[config.mk]
export PLATFORM = sky130hd
export DESIGN_NAME = fourth_order_derivative_stencil_core
export DESIGN_NICKNAME = d
export VERILOG_FILES = /design/src/fods_pkg.sv /design/src/fods_front.sv /design/src/fods_queue.sv /design/src/fods_back.sv /design/src/fourth_order_derivative_stencil_core.sv
export VERILOG_INCLUDE_DIRS = /design/src /design/src/src
export SDC_FILE = /design/constraint.sdc
export NUM_CORES = 2
export LEC_CHECK = 0
export ABC_AREA = 1
export BUFFER_PORTS_ARGS = -buffer_cell sky130_fd_sc_hd__buf_2
export CAP_MARGIN = 20
export CORE_ASPECT_RATIO = 1.75
export CORE_MARGIN = 5
export CORE_UTILIZATION = 60
export DETAILED_ROUTE_END_ITERATION = 8
export PLACE_DENSITY = 0.87
export SKIP_CTS_REPAIR_TIMING = 1
export SLEW_MARGIN = 5
export SYNTH_ARGS = -nofsm -noshare
export SYNTH_HDL_FRONTEND = slang
export SYNTH_SLANG_ARGS = --single-unit
[constraint.sdc]
create_clock -name clk -period 7.3 [get_ports clk]
set_input_delay 0.73 -clock clk [delete_from_list [all_inputs] [get_ports clk]]
set_output_delay 0.73 -clock clk [all_outputs]
set_load 0.05 [all_outputs]
[src/fourth_order_derivative_stencil_core_assert.svh]
// Assertion macros for the stencil core RTL.
// No dependencies; include with the bare file name.
`ifndef FOURTH_ORDER_DERIVATIVE_STENCIL_CORE_ASSERT_SVH
`define FOURTH_ORDER_DERIVATIVE_STENCIL_CORE_ASSERT_SVH

// Same-cycle implication, disabled during reset.
`define FODS_ASSERT_IMPL(label, clk, rst_n, ante, cons) \
  label: assert property (@(posedge clk) disable iff (!rst_n) (ante) |-> (cons)) \
    else $error("stencil core assertion failed");

// Next-cycle implication, disabled during reset.
`define FODS_ASSERT_NEXT(label, clk, rst_n, ante, cons) \
  label: assert property (@(posedge clk) disable iff (!rst_n) (ante) |=> (cons)) \
    else $error("stencil core assertion failed");

`endif

[src/fods_pkg.sv]
// Shared types and constants for the fourth-order derivative stencil core.
// No dependencies; imported by every module of the core.
package fods_pkg;

  // One-hot stencil selects, in result order within one queue entry.
  localparam logic [4:0] OP_L0 = 5'b00001;  // first point, one-sided
  localparam logic [4:0] OP_L1 = 5'b00010;  // second point, one-sided
  localparam logic [4:0] OP_C  = 5'b00100;  // interior, centered
  localparam logic [4:0] OP_R1 = 5'b01000;  // second to last point
  localparam logic [4:0] OP_R0 = 5'b10000;  // last point

  localparam int unsigned COEF_BITS = 7;
  localparam int unsigned TAPS      = 5;
  localparam int unsigned QDEPTH    = 4;

  localparam logic [2:0] CNT_BODY = 3'd4;   // four samples held: window full
  localparam logic [2:0] CNT_SAT  = 3'd5;

  localparam logic [23:0] INV_RESET = 24'h01_0000;

  typedef struct packed {
    logic       shrt;   // frame shorter than five samples
    logic       fin;    // entry came from the frame's last sample
    logic [4:0] mask;   // stencils still to run for this entry
  } fods_ctl_t;

  localparam int unsigned CTL_BITS = $bits(fods_ctl_t);

  // Coefficients of one stencil, tap 0 (oldest) in the low bits.
  function automatic logic [TAPS*COEF_BITS-1:0] fods_coef_row(logic [4:0] op);
    logic [TAPS*COEF_BITS-1:0] row;
    unique case (op)
      OP_L0:   row = {-7'sd3, 7'sd16, -7'sd36, 7'sd48, -7'sd25};
      OP_L1:   row = {7'sd1, -7'sd6, 7'sd18, -7'sd10, -7'sd3};
      OP_C:    row = {-7'sd1, 7'sd8, 7'sd0, -7'sd8, 7'sd1};
      OP_R1:   row = {7'sd3, 7'sd10, -7'sd18, 7'sd6, -7'sd1};
      OP_R0:   row = {7'sd25, -7'sd48, 7'sd36, -7'sd16, 7'sd3};
      default: row = '0;
    endcase
    return row;
  endfunction

endpackage

[src/fods_front.sv]
// Front end: accepts sample beats, keeps the window and frame position,
// and pushes one classified entry per result-producing beat. Uses fods_pkg.
module fods_front import fods_pkg::*; #(
  parameter int SAMPLE_BITS = 16
) (
  input  logic                        clk,
  input  logic                        rst_n,
  input  logic                        in_tvalid,
  output logic                        in_tready,
  input  logic [SAMPLE_BITS-1:0]      in_sample,
  input  logic                        in_tlast,
  input  logic                        q_full,
  output logic                        push,
  output fods_ctl_t                   push_ctl,
  output logic [TAPS*SAMPLE_BITS-1:0] push_win
);

  logic [SAMPLE_BITS-1:0] win_r [4];
  logic [SAMPLE_BITS-1:0] win_nxt [4];
  logic [2:0]             cnt_r, cnt_nxt;
  logic                   acc, body, first, shrt;

  assign in_tready = !q_full;
  assign acc       = in_tvalid && !q_full;
  assign body      = (cnt_r >= CNT_BODY);
  assign first     = (cnt_r == CNT_BODY);
  assign shrt      = in_tlast && !body;
  assign push      = acc && (in_tlast || body);
  assign push_win  = {in_sample, win_r[3], win_r[2], win_r[1], win_r[0]};

  always_comb begin
    push_ctl.shrt = shrt;
    push_ctl.fin  = in_tlast;
    if (shrt) begin
      push_ctl.mask = OP_C;
    end else begin
      push_ctl.mask = OP_C | (first ? (OP_L0 | OP_L1) : 5'b0)
                           | (in_tlast ? (OP_R1 | OP_R0) : 5'b0);
    end
  end

  // Advance the window on every beat; the count gates use of stale taps.
  always_comb begin
    win_nxt = win_r;
    cnt_nxt = cnt_r;
    if (acc) begin
      win_nxt[0] = win_r[1];
      win_nxt[1] = win_r[2];
      win_nxt[2] = win_r[3];
      win_nxt[3] = in_sample;
      if (in_tlast) begin
        cnt_nxt = '0;
      end else if (cnt_r != CNT_SAT) begin
        cnt_nxt = cnt_r + 3'd1;
      end
    end
  end

  always_ff @(posedge clk) begin
    win_r <= win_nxt;
    if (!rst_n) begin
      cnt_r <= '0;
    end else begin
      cnt_r <= cnt_nxt;
    end
  end

endmodule

[src/fods_queue.sv]
// Short register queue between front and back ends.
// Uses fods_pkg and the assertion macro header.
`include "fourth_order_derivative_stencil_core_assert.svh"

module fods_queue import fods_pkg::*; #(
  parameter int WIDTH = 8
) (
  input  logic             clk,
  input  logic             rst_n,
  input  logic             push,
  input  logic [WIDTH-1:0] push_data,
  input  logic             pop,
  output logic [WIDTH-1:0] head_data,
  output logic             full,
  output logic             empty
);

  localparam int PW = $clog2(QDEPTH);

  logic [WIDTH-1:0] mem_r [QDEPTH];
  logic [PW-1:0]    wr_r, rd_r;
  logic [PW:0]      cnt_r, cnt_nxt;

  assign full      = (cnt_r == (PW+1)'(QDEPTH));
  assign empty     = (cnt_r == '0);
  assign head_data = mem_r[rd_r];

  always_comb begin
    cnt_nxt = cnt_r;
    if (push && !pop) begin
      cnt_nxt = cnt_r + 1'b1;
    end else if (pop && !push) begin
      cnt_nxt = cnt_r - 1'b1;
    end
  end

  always_ff @(posedge clk) begin
    if (push) begin
      mem_r[wr_r] <= push_data;
    end
    if (!rst_n) begin
      wr_r  <= '0;
      rd_r  <= '0;
      cnt_r <= '0;
    end else begin
      if (push) begin
        wr_r <= wr_r + 1'b1;
      end
      if (pop) begin
        rd_r <= rd_r + 1'b1;
      end
      cnt_r <= cnt_nxt;
    end
  end

  `FODS_ASSERT_IMPL(a_no_push_full, clk, rst_n, push, !full)
  `FODS_ASSERT_IMPL(a_no_pop_empty, clk, rst_n, pop, !empty)
  `FODS_ASSERT_NEXT(a_cnt_grow, clk, rst_n, push && !pop, cnt_r == $past(cnt_r) + 1'b1)

endmodule

[src/fods_back.sv]
// Back end: expands each queue entry into its results, one stencil per cycle
// unless stalled, then sums, scales by 1/step and saturates. Uses fods_pkg.
module fods_back import fods_pkg::*; #(
  parameter int SAMPLE_BITS = 16
) (
  input  logic                        clk,
  input  logic                        rst_n,
  input  logic                        q_empty,
  input  fods_ctl_t                   q_ctl,
  input  logic [TAPS*SAMPLE_BITS-1:0] q_win,
  output logic                        q_pop,
  input  logic [23:0]                 inv_step,
  output logic                        out_tvalid,
  input  logic                        out_tready,
  output logic [31:0]                 out_tdata,
  output logic                        out_tlast,
  output logic                        out_tuser
);

  localparam int SW  = SAMPLE_BITS + 7;   // stencil sum
  localparam int PW  = SW + 13;           // one partial product
  localparam int PXW = PW + 12;           // full product
  localparam int QW  = PXW - 16;          // after the scale shift
  localparam int EW  = (QW > 33) ? QW : 33;
  localparam logic signed [EW-1:0] SAT_HI = EW'(64'sd2147483647);
  localparam logic signed [EW-1:0] SAT_LO = -SAT_HI - EW'(1);

  logic                      en;
  logic                      taken_r;
  logic [4:0]                rem_r, rem, op, rem_after;
  logic                      issue, last0;
  logic [TAPS*COEF_BITS-1:0] row;

  logic                 v1_r, last1_r, short1_r;
  logic signed [SW-1:0] term_r [TAPS];
  logic signed [SW-1:0] term_nxt [TAPS];
  logic                 v2_r, last2_r, short2_r;
  logic signed [SW-1:0] sum_r, sum_nxt;
  logic                 v3_r, last3_r, short3_r;
  logic signed [PW-1:0] plo_r, phi_r;
  logic signed [12:0]   inv_lo, inv_hi;
  logic                 ov_r, olast_r, oshort_r;
  logic [31:0]          odata_r, odata_nxt;
  logic signed [PXW-1:0] prod;
  logic signed [QW-1:0]  q_s;
  logic signed [EW-1:0]  q_ext;

  assign en = !ov_r || out_tready;

  // Pick the lowest stencil still pending on the head entry.
  assign rem       = taken_r ? rem_r : q_ctl.mask;
  assign op        = rem & (~rem + 5'd1);
  assign rem_after = rem & ~op;
  assign issue     = !q_empty && en;
  assign q_pop     = issue && (rem_after == '0);
  assign last0     = q_ctl.fin && (rem_after == '0);
  assign row       = fods_coef_row(op);

  always_comb begin
    for (int i = 0; i < TAPS; i++) begin
      term_nxt[i] = q_ctl.shrt ? '0 :
        $signed(SW'($signed(q_win[i*SAMPLE_BITS +: SAMPLE_BITS])))
        * $signed(SW'($signed(row[i*COEF_BITS +: COEF_BITS])));
    end
  end

  always_comb begin
    sum_nxt = '0;
    for (int i = 0; i < TAPS; i++) begin
      sum_nxt = sum_nxt + term_r[i];
    end
  end

  assign inv_lo = $signed({1'b0, inv_step[11:0]});
  assign inv_hi = $signed({1'b0, inv_step[23:12]});

  // Floor shift by 16 is a part-select of the signed product.
  assign prod  = (PXW'(phi_r) <<< 12) + PXW'(plo_r);
  assign q_s   = prod[PXW-1:16];
  assign q_ext = EW'(q_s);

  always_comb begin
    if (q_ext > SAT_HI) begin
      odata_nxt = 32'h7FFF_FFFF;
    end else if (q_ext < SAT_LO) begin
      odata_nxt = 32'h8000_0000;
    end else begin
      odata_nxt = q_ext[31:0];
    end
  end

  always_ff @(posedge clk) begin
    if (en) begin
      term_r   <= term_nxt;
      last1_r  <= last0;
      short1_r <= q_ctl.shrt;
      sum_r    <= sum_nxt;
      last2_r  <= last1_r;
      short2_r <= short1_r;
      plo_r    <= sum_r * inv_lo;
      phi_r    <= sum_r * inv_hi;
      last3_r  <= last2_r;
      short3_r <= short2_r;
      odata_r  <= odata_nxt;
      olast_r  <= last3_r;
      oshort_r <= short3_r;
    end
    if (!rst_n) begin
      taken_r <= 1'b0;
      rem_r   <= '0;
      v1_r    <= 1'b0;
      v2_r    <= 1'b0;
      v3_r    <= 1'b0;
      ov_r    <= 1'b0;
    end else begin
      if (issue) begin
        taken_r <= (rem_after != '0);
        rem_r   <= rem_after;
      end
      if (en) begin
        v1_r <= issue;
        v2_r <= v1_r;
        v3_r <= v2_r;
        ov_r <= v3_r;
      end
    end
  end

  assign out_tvalid = ov_r;
  assign out_tdata  = odata_r;
  assign out_tlast  = olast_r;
  assign out_tuser  = oshort_r;

endmodule

[src/fourth_order_derivative_stencil_core.sv]
// Top level of the fourth-order derivative stencil core.
// Depends on fods_pkg, fods_front, fods_queue and fods_back.
//
// Streams one frame of samples in (in_tlast on the final one) and streams
// out the fourth-order accurate first derivative at every point of the
// frame, in point order, each scaled by the programmed 1/(12h) in Q8.16,
// floor-shifted by 16 and saturated to 32 bits. The centered five-point
// stencil serves interior points; one-sided stencils serve the first two
// and last two. Nothing comes out for the first four samples of a frame;
// the fifth releases three results, each later sample one, and the last
// sample releases the final three. A frame of fewer than five samples
// yields a single zero result with out_tuser set. Rate: the input takes a
// beat every cycle while the four-entry queue between the front and back
// ends has room; the back end emits one result per cycle while out_tready
// is high. A result passes the term, sum, partial-product and output
// registers after its entry reaches the queue head. out_tready stalls the
// back end; the queue lets the input keep flowing until it fills.
// inv_twelve_step resets to 1.0 (0x010000); write it only while idle.
module fourth_order_derivative_stencil_core import fods_pkg::*; #(
  parameter int SAMPLE_BITS = 16
) (
  input  logic                                clk,
  input  logic                                rst_n,
  // in_tdata: [SAMPLE_BITS-1:0] sample, zero fill up to the byte boundary
  input  logic                                in_tvalid,
  output logic                                in_tready,
  input  logic [((SAMPLE_BITS+7)/8)*8-1:0]    in_tdata,
  input  logic                                in_tlast,   // frame_end
  // out_tdata: [31:0] derivative
  output logic                                out_tvalid,
  input  logic                                out_tready,
  output logic [31:0]                         out_tdata,
  output logic                                out_tlast,  // last_of_frame
  output logic                                out_tuser,  // short_frame
  // cfg_tdata: [23:0] inv_twelve_step
  input  logic                                cfg_tvalid,
  output logic                                cfg_tready,
  input  logic [23:0]                         cfg_tdata
);

  localparam int WIN_BITS = TAPS * SAMPLE_BITS;
  localparam int ENT_BITS = CTL_BITS + WIN_BITS;

  logic [23:0]         inv_r;
  logic                push, pop, q_full, q_empty;
  fods_ctl_t           push_ctl, head_ctl;
  logic [WIN_BITS-1:0] push_win, head_win;
  logic [ENT_BITS-1:0] head_ent;

  // Scale register: always ready; it must be written only between frames, which is not enforced here.
  assign cfg_tready = 1'b1;

  always_ff @(posedge clk) begin
    if (!rst_n) begin
      inv_r <= INV_RESET;
    end else if (cfg_tvalid) begin
      inv_r <= cfg_tdata;
    end
  end

  fods_front #(
    .SAMPLE_BITS (SAMPLE_BITS)
  ) u_front (
    .clk       (clk),
    .rst_n     (rst_n),
    .in_tvalid (in_tvalid),
    .in_tready (in_tready),
    .in_sample (in_tdata[SAMPLE_BITS-1:0]),
    .in_tlast  (in_tlast),
    .q_full    (q_full),
    .push      (push),
    .push_ctl  (push_ctl),
    .push_win  (push_win)
  );

  fods_queue #(
    .WIDTH (ENT_BITS)
  ) u_queue (
    .clk       (clk),
    .rst_n     (rst_n),
    .push      (push),
    .push_data ({push_ctl, push_win}),
    .pop       (pop),
    .head_data (head_ent),
    .full      (q_full),
    .empty     (q_empty)
  );

  // Split the head entry back into control and window.
  assign head_ctl = fods_ctl_t'(head_ent[ENT_BITS-1:WIN_BITS]);
  assign head_win = head_ent[WIN_BITS-1:0];

  fods_back #(
    .SAMPLE_BITS (SAMPLE_BITS)
  ) u_back (
    .clk        (clk),
    .rst_n      (rst_n),
    .q_empty    (q_empty),
    .q_ctl      (head_ctl),
    .q_win      (head_win),
    .q_pop      (pop),
    .inv_step   (inv_r),
    .out_tvalid (out_tvalid),
    .out_tready (out_tready),
    .out_tdata  (out_tdata),
    .out_tlast  (out_tlast),
    .out_tuser  (out_tuser)
  );

endmodule

==> results.md <==
* Layout fillers at 8,621
* Synthesis Warnings at 0
* Top Ports at between 80 and 90
* Synth Flop Type: edfxtp_1
* CP most frequent cell: nand2_1
* Syn Area/Cell at roughly 9 µm²
* Final setup violation count at 0
* Routing usage on met2 at between 50% and 60%
* Post-Synth Adder-Cell Area at 35.5%
* # port buffers at 81
* DR vias/cell at roughly 5.6
* Fmax at about 160 MHz
* Largest net degree at the start of global routing at 93
* Critical Path Max Stage Delay at 0.65 ns
* Antenna-violating nets left at 0
* Relative slew margins at between 10% and 20%
* Initial Utilization at between 60 and 70%
* GRT Util Overall at a little under a third
* Initial antenna violation count at 4
* Die ar. at ~120,000 µm²
* Worst-skew pair later-pin latency at between 0.7 and 0.8 ns
* CTS tree: built
* CP max-delay cell: clkinv_1
* Global routing usage on met1 at between 20% and 30%
* CP delay by family, top: adder cells
* Tightest Pin Transition at between 1 and 1.5 ns
* Final hold vios at 0
* Post-synthesis compound-gate area fraction at under 10%
* First-pass GRT wire length at roughly 290,000 µm
* Layout cells sized above 1 at around 6.3%
* Routability cong. at between 0.9 and 1
* Max Cap Viol at 0
* Seq/Total Area, Yosys at between 20% and 30%
* FP Rows at roughly 160
* Worst Hold Launch: cfg_tdata[7]
* Synth Area in XOR/XNOR at 1.76%
* Post-synthesis cell count at roughly 7.4k
* Crit Path Category: reg -> reg
* Flops & latches, synth at 680
* DRT Wirelength at between 150,000 and 200,000 µm
* DRT Pass-1 Iters at 6
* Startpoint types: register
* Pins Over Slew Limit at 0
* Clock-pin slew of the registers on the worst-case setup and hold paths at approximately 0.07 ns
* Buffers & Inverters on Critical Path at 2
* Main combinational cell family by area after synthesis: adder cells
* H-tree levels at 3
* Crit-path cells: buf_4 -> nand3_1 -> nand2_1 -> nand2_2 -> nand2_2 -> clkinv_1 -> nor2_1 -> fa_1 -> fa_1 -> fa_1 -> fa_1 -> ha_1 -> nand2_1 -> nor3b_1 -> nor3_1 -> o21ai_0 -> nand2_1 -> nand3_1 -> nand2_1 -> nand2_1 -> nor2_1
* CP endpoint kind: register
* Syn nets at 8,793
* Gr busiest metal: met2
* Average routed wire per standard cell at 20.6 µm
* Worst Skew at approximately 0.064 ns
* Yosys cell types at 56
* Vias at around 50k
* TritonCTS Buffers at 66
* Setup TNS at 0 ns
* Required time worst endpoint at between 7 and 8 ns
* Number of synthesized flops with an enable pin at 635
* Hpwl dp at ~150,000 µm
* Die width at 263 µm
* RSZ-0062 raised after global routing: no
* Number of global-route vias before repair at around 55k
* CTS root buf: clkbuf_16
* Layout net count at ~9k
* Async SR Flop Fraction at 0%
* CP arrival at between 6 and 7 ns
* Met3 track demand over resource at about 4%
* Status: completed
* Sinks on Clock Net at a little under 700
* Simple-gate area share of the yosys netlist at between 10% and 20%
* DRT iter0 DRCs at between 3k and 4k
* Area grow syn2layout at 6.57%
* GR Overflow Total at 0
* Crit-path max FO at 25
* Mapped cell area at 67,100 µm²
* Maximum clock path buffer count at 3
* Mux cell area share after synthesis at 0%
* R2R Setup Slk at around 0.93 ns
* Min-Delay Path Class: in -> reg
* Drt drc at 0
* Post-layout min period at between 6 and 7 ns
* Core box area at ~110,000 µm²
* Final critical-path share of the clock period at between 80 and 90%
* Die Ht at roughly 450 µm
## cells in the mapped netlist (4+ instances only)
library cell	instances	share of area [%]
a211oi_1	13	0.15
a21boi_0	9	0.10
a21o_1	25	0.28
a21oi_1	297	2.2
a31oi_1	26	0.24
a32oi_1	41	0.54
a32oi_2	11	0.27
and3_1	6	0.056
buf_1	16	0.090
buf_2	40	0.30
buf_4	5	0.056
buf_6	5	0.084
clkbuf_1	133	0.74
dfxtp_1	45	1.3
edfxtp_1	635	28
fa_1	906	27
ha_1	451	8.4
inv_1	1744	9.8
inv_2	10	0.056
nand2_1	1408	7.9
nand2_2	8	0.075
nand3_1	176	1.3
nand3b_1	5	0.056
nand4_1	28	0.26
nor2_1	694	3.9
nor3_1	29	0.22
nor3b_1	5	0.056
nor4_1	7	0.065
o211ai_1	9	0.10
o21a_1	21	0.24
o21ai_0	213	1.6
o21ai_1	4	0.030
o21bai_1	26	0.29
o22ai_1	13	0.12
o31ai_1	4	0.045
or2_1	5	0.047
or2_2	151	1.4
xnor2_1	43	0.56
xor2_1	92	1.2
## worst reg2reg max path, stage by stage, from the launching register on
cell and delay, ns:
dfxtp_1 0.41, buf_4 0.33, nand3_1 0.13, nand2_1 0.10, nand2_2 0.16, nand2_2 0.28, clkinv_1 0.65, nor2_1 0.38
fa_1 0.49, fa_1 0.56, fa_1 0.43, fa_1 0.44, ha_1 0.37, nand2_1 0.07, nor3b_1 0.19, nor3_1 0.10
o21ai_0 0.60, nand2_1 0.17, nand3_1 0.14, nand2_1 0.06, nand2_1 0.06, nor2_1 0.05
## worst paths after layout
check,to,depth (start not counted)
max,u_back.term_r[68],21
min,inv_r[7],3
max reg2reg,u_back.term_r[68],21
min reg2reg,u_back.last3_r,0
## area by class of cell
| type | instances | area (µm²) | area share, % |
|---|---|---|---|
| Antenna cell | 1 | 2.50 | 0.00350 |
| Clock buffer | 74 | 1700 | 2.38 |
| Sequential cell | 680 | 20000 | 27.9 |
| Clock inverter | 47 | 539 | 0.754 |
| Multi-Input combinational cell | 4754 | 39700 | 55.5 |
| Timing Repair Buffer | 166 | 1110 | 1.56 |
| Tap cell | 1476 | 1850 | 2.58 |
| Inverter | 1756 | 6600 | 9.24 |
## layout by cell type, fill, tap and decap left out, types with 92 or more instances in the layout
cell type	synthesis	routed
nand2_1	1408	1408
ha_1	451	451
nor2_1	694	689
inv_1	1744	1742
xor2_1	92	92
or2_2	151	151
fa_1	906	906
a21oi_1	297	297
o21ai_0	213	213
edfxtp_1	635	635
nand3_1	176	176
## cell families after synthesis
| kind of cell | after synthesis |
|---|---|
| buffers and inverters | 1956 |
| xor gates and xnor gates | 135 |
| and+or+nand+nor | 2537 |
| other | 1 |
| AOI/OAI and AO/OA | 724 |
| adders and majority gates | 1357 |
| DFF | 680 |
## registers in the layout (all words and copies together), names as in the netlist, 4 cells and up, named ones only
signal / flops
u_back.rem_r: 4
u_back.plo_r: 24
u_back.out_tdata: 32
u_back.phi_r: 36
inv_r: 24
u_front.push_win: 64
u_queue.mem_r: 336
u_back.sum_r: 23
u_back.term_r: 112
## layer usage
metal / vias to the layer above / share of wire (%) / routed length, µm
met3: 983 / 5.2 / 9560
met4: 0 / 13 / 23900
met2: 2212 / 52 / 96100
met5: - / 0 / 0
met1: 24400 / 30 / 54600
li1: 22800 / - / -
## through the flow
step | hold slack [ns] | std cells | utilization, % | setup slack [ns] | area [µm²]
after CTS | 0.240 | 8952 | 64.2 | 0.989 | 71500
after floorplan | 0.400 | 7390 | - | 1.33 | 67100
after global routing | 0.275 | 8954 | 64.2 | 0.472 | 71500
after detailed placement | 0.405 | 8831 | 62.2 | 1.02 | 69200
after global placement | 0.402 | 8831 | 62.2 | 1.11 | 69200
final | 0.283 | 8954 | 64.2 | 0.930 | 71500
Power is not shown: default switching activity piles up to over one toggle a cycle in this logic, so the estimate is an artifact.
